[src/sv/jvs_pkg.sv]
package jvs_pkg;

  // Default bracket depth limit; the hardware depth counter is 8 bits wide, so the limit is capped at 255.
  localparam int MAX_DEPTH_DEF = 255;

  // Skip phases.
  typedef enum logic [2:0] {
    PH_IDLE  = 3'd0,
    PH_LEAD  = 3'd1,
    PH_CONT  = 3'd2,
    PH_STR   = 3'd3,
    PH_SCAL  = 3'd4,
    PH_TRAIL = 3'd5
  } phase_t;

  // Result status codes.
  typedef enum logic [2:0] {
    ST_BUSY   = 3'd0,
    ST_OK     = 3'd1,
    ST_BADESC = 3'd2,
    ST_BSOUT  = 3'd3,
    ST_EOI    = 3'd4,
    ST_DEPTH  = 3'd5
  } status_t;

  // Kind of value being skipped.
  typedef enum logic [1:0] {
    KIND_SCALAR = 2'd0,
    KIND_ARRAY  = 2'd1,
    KIND_OBJECT = 2'd2,
    KIND_STRING = 2'd3
  } kind_t;

  localparam logic [7:0] CH_SPACE   = 8'h20;
  localparam logic [7:0] CH_TAB     = 8'h09;
  localparam logic [7:0] CH_LF      = 8'h0A;
  localparam logic [7:0] CH_CR      = 8'h0D;
  localparam logic [7:0] CH_COMMA   = 8'h2C;
  localparam logic [7:0] CH_LBRACK  = 8'h5B;
  localparam logic [7:0] CH_RBRACK  = 8'h5D;
  localparam logic [7:0] CH_LBRACE  = 8'h7B;
  localparam logic [7:0] CH_RBRACE  = 8'h7D;
  localparam logic [7:0] CH_QUOTE   = 8'h22;
  localparam logic [7:0] CH_BSLASH  = 8'h5C;
  localparam logic [7:0] CH_SLASH   = 8'h2F;
  localparam logic [7:0] CH_B       = 8'h62;
  localparam logic [7:0] CH_F       = 8'h66;
  localparam logic [7:0] CH_R       = 8'h72;
  localparam logic [7:0] CH_N       = 8'h6E;
  localparam logic [7:0] CH_T       = 8'h74;

  // JSON whitespace.
  function automatic logic is_ws(input logic [7:0] c);
    return (c == CH_SPACE) || (c == CH_TAB) || (c == CH_LF) || (c == CH_CR);
  endfunction

  // Characters allowed after a backslash inside a string.
  function automatic logic esc_ok(input logic [7:0] c);
    return (c == CH_QUOTE) || (c == CH_BSLASH) || (c == CH_SLASH) || (c == CH_B) ||
           (c == CH_F) || (c == CH_R) || (c == CH_N) || (c == CH_T);
  endfunction

endpackage

[src/sv/jvs_in_if.sv]
interface jvs_in_if;
  logic       valid;
  logic       ready;
  logic       start_value;
  logic [7:0] data_byte;
  logic       end_of_input;

  modport source (output valid, output start_value, output data_byte, output end_of_input,
                  input ready);
  modport sink (input valid, input start_value, input data_byte, input end_of_input,
                output ready);
endinterface

[src/sv/jvs_out_if.sv]
interface jvs_out_if;
  logic       valid;
  logic       ready;
  logic       consumed;
  logic [2:0] status;
  logic [7:0] nesting_depth;

  modport source (output valid, output consumed, output status, output nesting_depth,
                  input ready);
  modport sink (input valid, input consumed, input status, input nesting_depth,
                output ready);
endinterface

[src/sv/json_value_skipper.sv]
// Byte-serial JSON value skipper. Each request on in_ch carries one byte (or an end of
// input mark); start_value begins a new skip. Every request yields exactly one result
// on out_ch telling whether the byte belongs to the skipped value, the status (busy,
// done or an error) and the bracket depth after the byte. A request is first held in an
// input register; once the result register is empty or being drained, the combinational
// update of the phase, flags and depth counter loads the result register, which drives
// out_ch. A new request can be taken every cycle while the input does not stall; the input
// stalls only while a result waits on a stalled out_ch and the input register is also full.
// Bracket depth is limited to the smaller of MAX_DEPTH and 255.
module json_value_skipper #(
  parameter int MAX_DEPTH = jvs_pkg::MAX_DEPTH_DEF
) (
  input  logic           clk,
  input  logic           rst_n,
  jvs_in_if.sink         in_ch,
  jvs_out_if.source      out_ch
);
  import jvs_pkg::*;

  localparam logic [7:0] DEPTH_LIMIT = (MAX_DEPTH > 255) ? 8'd255 : 8'(MAX_DEPTH);

  // Input register.
  logic       s1_valid_r;
  logic       s1_start_r;
  logic [7:0] s1_byte_r;
  logic       s1_eoi_r;

  // Skip state.
  phase_t     phase_r, phase_nxt;
  kind_t      kind_r, kind_nxt;
  logic [7:0] depth_r, depth_nxt;
  logic       in_text_r, in_text_nxt;
  logic       esc_r, esc_nxt;

  // Result register.
  logic       out_valid_r;
  logic       out_consumed_r;
  status_t    out_status_r;
  logic [7:0] out_depth_r;

  logic       cons_nxt;
  status_t    st_nxt;
  logic       s1_adv;
  logic       in_take;

  // The input stage moves on when the result register is empty or being drained.
  assign s1_adv      = s1_valid_r && (!out_valid_r || out_ch.ready);
  assign in_ch.ready = !s1_valid_r || s1_adv;
  assign in_take     = in_ch.valid && in_ch.ready;

  assign out_ch.valid         = out_valid_r;
  assign out_ch.consumed      = out_consumed_r;
  assign out_ch.status        = out_status_r;
  assign out_ch.nesting_depth = out_depth_r;

  // Input register.
  always_ff @(posedge clk) begin
    if (!rst_n) begin
      s1_valid_r <= 1'b0;
    end else if (in_ch.ready) begin
      s1_valid_r <= in_ch.valid;
    end
    if (in_take) begin
      s1_start_r <= in_ch.start_value;
      s1_byte_r  <= in_ch.data_byte;
      s1_eoi_r   <= in_ch.end_of_input;
    end
  end

  // State register.
  always_ff @(posedge clk) begin
    if (!rst_n) begin
      phase_r   <= PH_IDLE;
      kind_r    <= KIND_SCALAR;
      depth_r   <= 8'd0;
      in_text_r <= 1'b0;
      esc_r     <= 1'b0;
    end else if (s1_adv) begin
      phase_r   <= phase_nxt;
      kind_r    <= kind_nxt;
      depth_r   <= depth_nxt;
      in_text_r <= in_text_nxt;
      esc_r     <= esc_nxt;
    end
  end

  // Next state and result for the byte in the input register.
  always_comb begin
    logic [7:0] c;
    logic [7:0] open_ch;
    logic [7:0] close_ch;
    c           = s1_byte_r;
    phase_nxt   = s1_start_r ? PH_LEAD : phase_r;
    kind_nxt    = s1_start_r ? KIND_SCALAR : kind_r;
    depth_nxt   = s1_start_r ? 8'd0 : depth_r;
    in_text_nxt = s1_start_r ? 1'b0 : in_text_r;
    esc_nxt     = s1_start_r ? 1'b0 : esc_r;
    cons_nxt    = 1'b0;
    st_nxt      = ST_BUSY;
    open_ch     = (kind_nxt == KIND_ARRAY) ? CH_LBRACK : CH_LBRACE;
    close_ch    = (kind_nxt == KIND_ARRAY) ? CH_RBRACK : CH_RBRACE;

    if (phase_nxt != PH_IDLE && s1_eoi_r) begin
      st_nxt    = (phase_nxt == PH_TRAIL) ? ST_OK : ST_EOI;
      phase_nxt = PH_IDLE;
    end else begin
      case (phase_nxt)
        PH_IDLE: begin
          phase_nxt = PH_IDLE;
        end
        PH_LEAD: begin
          if (is_ws(c)) begin
            cons_nxt = 1'b1;
          end else if (c == CH_LBRACK || c == CH_LBRACE) begin
            cons_nxt  = 1'b1;
            kind_nxt  = (c == CH_LBRACK) ? KIND_ARRAY : KIND_OBJECT;
            depth_nxt = 8'd1;
            phase_nxt = PH_CONT;
          end else if (c == CH_QUOTE) begin
            cons_nxt    = 1'b1;
            kind_nxt    = KIND_STRING;
            in_text_nxt = 1'b1;
            phase_nxt   = PH_STR;
          end else if (c == CH_COMMA) begin
            st_nxt    = ST_OK;
            phase_nxt = PH_IDLE;
          end else begin
            cons_nxt  = 1'b1;
            kind_nxt  = KIND_SCALAR;
            phase_nxt = PH_SCAL;
          end
        end
        PH_SCAL: begin
          if (is_ws(c) || c == CH_COMMA) begin
            st_nxt    = ST_OK;
            phase_nxt = PH_IDLE;
          end else begin
            cons_nxt = 1'b1;
          end
        end
        PH_TRAIL: begin
          if (is_ws(c)) begin
            cons_nxt = 1'b1;
          end else begin
            cons_nxt  = (c == CH_COMMA);
            st_nxt    = ST_OK;
            phase_nxt = PH_IDLE;
          end
        end
        PH_CONT, PH_STR: begin
          cons_nxt = 1'b1;
          if (esc_nxt) begin
            if (esc_ok(c)) begin
              esc_nxt = 1'b0;
            end else begin
              st_nxt    = ST_BADESC;
              phase_nxt = PH_IDLE;
            end
          end else if (c == CH_BSLASH) begin
            if (!in_text_nxt) begin
              st_nxt    = ST_BSOUT;
              phase_nxt = PH_IDLE;
            end else begin
              esc_nxt = 1'b1;
            end
          end else if (c == CH_QUOTE) begin
            in_text_nxt = !in_text_nxt;
            if (phase_nxt == PH_STR) begin
              in_text_nxt = 1'b0;
              phase_nxt   = PH_TRAIL;
            end
          end else if (phase_nxt == PH_CONT && !in_text_nxt) begin
            if (c == close_ch) begin
              depth_nxt = depth_nxt - 8'd1;
              if (depth_nxt == 8'd0) begin
                phase_nxt = PH_TRAIL;
              end
            end else if (c == open_ch) begin
              if (depth_nxt >= DEPTH_LIMIT) begin
                st_nxt    = ST_DEPTH;
                phase_nxt = PH_IDLE;
              end else begin
                depth_nxt = depth_nxt + 8'd1;
              end
            end
          end
        end
        default: begin
          phase_nxt = PH_IDLE;
        end
      endcase
    end
  end

  // Result register; it holds while the sink stalls.
  always_ff @(posedge clk) begin
    if (!rst_n) begin
      out_valid_r <= 1'b0;
    end else if (s1_adv) begin
      out_valid_r <= 1'b1;
    end else if (out_ch.ready) begin
      out_valid_r <= 1'b0;
    end
    if (s1_adv) begin
      out_consumed_r <= cons_nxt;
      out_status_r   <= st_nxt;
      out_depth_r    <= depth_nxt;
    end
  end

`ifndef SYNTHESIS
  // An escape can only be pending inside a string.
  a_esc_in_text: assert property (@(posedge clk) disable iff (!rst_n)
    esc_r |-> in_text_r)
    else $error("escape pending outside a string");

  // A string value never carries bracket depth.
  a_str_depth: assert property (@(posedge clk) disable iff (!rst_n)
    (phase_r == PH_STR) |-> (depth_r == 8'd0 && in_text_r))
    else $error("string phase with depth or without text flag");

  // Inside a container the depth stays within its limit.
  a_cont_depth: assert property (@(posedge clk) disable iff (!rst_n)
    (phase_r == PH_CONT) |-> (depth_r != 8'd0 && depth_r <= DEPTH_LIMIT))
    else $error("container depth out of range");

  // Any final status returns the skipper to idle.
  a_done_idle: assert property (@(posedge clk) disable iff (!rst_n)
    (s1_adv && st_nxt != ST_BUSY) |=> (phase_r == PH_IDLE))
    else $error("request finished but phase not idle");

  // Input backpressure only comes from a waiting result.
  a_ready_cause: assert property (@(posedge clk) disable iff (!rst_n)
    !in_ch.ready |-> (out_valid_r && s1_valid_r))
    else $error("input stalled without a pending result");
`endif

endmodule

[src/flat_wrapper.sv]
// flat-port wrapper written by rule: the top's interface ports become plain ports
module json_value_skipper_flat import jvs_pkg::*;
#(
  parameter int MAX_DEPTH = jvs_pkg::MAX_DEPTH_DEF
)
  (clk, rst_n, in_ch_valid, in_ch_start_value, in_ch_data_byte, in_ch_end_of_input, in_ch_ready, out_ch_valid, out_ch_consumed, out_ch_status, out_ch_nesting_depth, out_ch_ready);
  jvs_in_if in_ch_i ();
  jvs_out_if out_ch_i ();
  input  logic clk;
  input  logic rst_n;
  input wire logic [$bits(in_ch_i.valid)-1:0] in_ch_valid;
  input wire logic [$bits(in_ch_i.start_value)-1:0] in_ch_start_value;
  input wire logic [$bits(in_ch_i.data_byte)-1:0] in_ch_data_byte;
  input wire logic [$bits(in_ch_i.end_of_input)-1:0] in_ch_end_of_input;
  output wire logic [$bits(in_ch_i.ready)-1:0] in_ch_ready;
  output wire logic [$bits(out_ch_i.valid)-1:0] out_ch_valid;
  output wire logic [$bits(out_ch_i.consumed)-1:0] out_ch_consumed;
  output wire logic [$bits(out_ch_i.status)-1:0] out_ch_status;
  output wire logic [$bits(out_ch_i.nesting_depth)-1:0] out_ch_nesting_depth;
  input wire logic [$bits(out_ch_i.ready)-1:0] out_ch_ready;
  assign in_ch_i.valid = in_ch_valid;
  assign in_ch_i.start_value = in_ch_start_value;
  assign in_ch_i.data_byte = in_ch_data_byte;
  assign in_ch_i.end_of_input = in_ch_end_of_input;
  assign in_ch_ready = in_ch_i.ready;
  assign out_ch_valid = out_ch_i.valid;
  assign out_ch_consumed = out_ch_i.consumed;
  assign out_ch_status = out_ch_i.status;
  assign out_ch_nesting_depth = out_ch_i.nesting_depth;
  assign out_ch_i.ready = out_ch_ready;
  json_value_skipper #(.MAX_DEPTH(MAX_DEPTH)) u_core (.clk(clk), .rst_n(rst_n), .in_ch(in_ch_i), .out_ch(out_ch_i));
endmodule
[config.mk]
export PLATFORM = sky130hd
export DESIGN_NAME = json_value_skipper_flat
export DESIGN_NICKNAME = d
export VERILOG_FILES = /design/src/sv/jvs_pkg.sv /design/src/sv/jvs_in_if.sv /design/src/sv/jvs_out_if.sv /design/src/sv/json_value_skipper.sv /design/src/flat_wrapper.sv
export SDC_FILE = /design/constraint.sdc
export NUM_CORES = 1
export LEC_CHECK = 0
export BUFFER_PORTS_ARGS = -buffer_cell sky130_fd_sc_hd__buf_4
export CORE_MARGIN = 2
export CORE_UTILIZATION = 58
export CTS_CLUSTER_DIAMETER = 150
export DETAILED_ROUTE_END_ITERATION = 12
export PLACE_DENSITY = 0.87
export SETUP_SLACK_MARGIN = 0.15
export SLEW_MARGIN = 0
export SYNTH_ARGS = -nofsm -noshare
export SYNTH_HDL_FRONTEND = slang
export SYNTH_SLANG_ARGS = --single-unit
[constraint.sdc]
create_clock -name clk -period 5.3 [get_ports clk]
set_clock_uncertainty 0.15 [all_clocks]
set_input_delay 1.06 -clock clk [delete_from_list [all_inputs] [get_ports clk]]
set_output_delay 1.06 -clock clk [all_outputs]
set_load 0.01 [all_outputs]
==> impl_metrics.yaml <==
synth:
  synth-seq-cells: 39
  netlist.area_leader.share_pct: 21.5
  synth_top_family_by_area: "simple AND/OR/NAND/NOR gates"
  ys_seq_area_share_pct: 32.6
  netlist_area_mm2: 0.00307
  yosys.area_share.simple_pct: 36.1
  synth-xor-area-share_pct: 1.14
  synth_compound_area_share_pct: 22.3
  yosysWarnings: 0
  synth_cells: 367
  synth_mux_area_share_pct: 1.30
  synth.area.top_cells: "edfxtp_1 21%, dfxtp_1 11%, nand2_1 4.4%, o21ai_0 3.9%, nor2_1 3.7%"
  ys_async_sr_fraction_pct: 0
  synth_edf_count: 22
  synth_nets: 384
  synth_top_cell_by_area: "edfxtp_1"
  syn_avg_cell_area_um2: 8.37
  synth.distinct_cells: 87
  synth_flop_cell: "edfxtp_1"
  synth_fa_ha_area_share_pct: 1.22
routing:
  vias: 3058
  wl_per_cell_um: 18.2
  vias_per_cell: 6.83
  firstDrtPassIters: 5
  detail-route-antenna-nets: 0
  drt_iter0_markers: 265
  post-route-drc-count: 0
  wirelength_um: 8140
timing:
  layout_setup_ws_ps: 2100
  period_minus_slack_ps: 3200
  final_max_slew_viol_count: 0
  fmax_mhz: 313
  hold_viol_final: 0
  rsz0062_at_grt: "no"
  final.setup.tns_ps: 0
  slew_headroom_pct: 27.5
  period_share_pct: 60.3
  setup_viol: 0
  worstMarginPinSlew_ps: 1080
  fin_hold_ws_ps: 330
clock_network:
  cts_root_buffer: "clkbuf_8"
  cts_tree: "yes"
  worstSkewPairLatency_ps: 300
  post_cts_buffers: 0
  clk_pin_slew_ps: 80
  numCtsBuffers: 5
  cts.sinks: 39
  holdBufCountCts: 0
  cts_resized: 0
  clockBufferDepth: 2
  cts_htree_levels: 2
floorplan:
  die_h_um: 76.8
  die-area_mm2: 0.00590
  coreArea_mm2: 0.00511
  row_count: 26
  ioPinCount: 28
  start_util_pct: 60.2
  die_x_um: 76.8
global_route:
  grt_first_pass_wirelength_um: 13000
  overflow: 0
  grt_pass1_vias: 2646
  grt_max_degree: 32
  grt.total_usage_pct: 27.5
  antenna_found_initial: 0
worst_setup_path:
  worstPathMaxFanout: 31
  start_kind: "flop"
  critPathArrivalTime_ps: 3240
  r2r_slack_ps: 2100
  cp-end-kind: "flop"
  crit_type: "reg -> reg"
  worst-endpoint-required_ps: 5340
finish:
  post-route-util_pct: 65.7
  diodes: 0
  final_common_cell: "nand2_1"
  fill_cells: 427
  design_area_mm2: 0.00335
  layout.cells.non_filler: 448
  final_cell_mix: "36 x nand2_1, 30 x nor2_1, 29 x buf_4"
  multiInputGateArea_mm2: 0.00191
  seqCellArea_mm2: 0.00100
  syn2layout_area_growth_pct: 9.12
  nets: 394
  drive_gt1_share_pct: 16.1
place:
  gp_congestion: 0.960
  portBuffers: 27
  dp_cells: 440
  place_area_mm2: 0.00326
  post-place-ws_ps: 2230
  post-dp-hpwl_um: 5780
power:
  power_density_mw_per_mm2: 198
  peakVddDrop_uv: 159
  finalPower_mw: 0.663
  leakage_nw: 1.16
worst_hold_path:
  min_path_type: "reg -> reg"
flow_run:
  cap_violations: 0
outcome:
  status: "finished clean"
## area by class of cell
cell class | instances | share of cell area (%)
clock buffer | 7 | 2.57
clock inverter | 1 | 0.261
inverter | 12 | 1.34
multi-input combinational | 290 | 56.9
sequential | 39 | 29.9
tap | 70 | 2.61
timing repair buffer | 29 | 6.49
## synthesized netlist by cell type (all sizes together) (11+ instances only)
cell type and n:
edfxtp 22, nand2 36, nor3 12, nor2 32, inv 11, buf 15
o21ai 27, a21oi 16, nand3 16, clkbuf 11, dfxtp 17
## critical path, stage by stage, from the launching register on
cell and delay (ps):
edfxtp_1 400, buf_4 260, nor3b_4 290, xor2_1 740
o2111ai_1 210, nor4_1 580, nor4_1 130, o311a_1 330
## flip-flops by register name, summed over array words and instances (netlist names), 2 cells and up
| name | flops |
|---|---|
| u_core.phase_r | 3 |
| u_core.out_ch.status | 3 |
| u_core.s1_byte_r | 8 |
| u_core.out_ch.nesting_depth | 8 |
| u_core.depth_r | 8 |
| u_core.kind_r | 2 |
## logic make-up after synthesis
| logic type | after synthesis |
|---|---|
| AOI/OAI and AO/OA | 98 |
| xor gates and xnor gates | 4 |
| adders and majority gates | 3 |
| buffers and inverters | 38 |
| DFF | 39 |
| muxes | 4 |
| and+or+nand+nor | 181 |
## path summary, 6_finish.rpt
path | endpoint | cells past startpoint | startpoint
worst max-delay path | u_core.phase_r[1] | 7 | u_core.s1_start_r
worst min-delay path | u_core.kind_r[0] | 2 | u_core.kind_r[0]
worst max register to register | u_core.phase_r[1] | 7 | u_core.s1_start_r
worst min register to register | u_core.kind_r[0] | 2 | u_core.kind_r[0]
## layer usage
metal	global-route usage, %	share of wire [%]	routed length, um	vias up
li1	-	-	-	1414
met1	34.8	40	3220	1393
met2	45.9	47	3820	207
met3	5.29	9.5	772	44
met4	11.8	4.1	330	0
met5	0	0	0	-
## power breakdown
group	switching, mW	internal (mW)
combinational	0.0525	0.0408
sequential	0.0214	0.334
clock	0.108	0.107
total	0.182	0.481
Note: power is estimated with default switching activity, not from simulation.
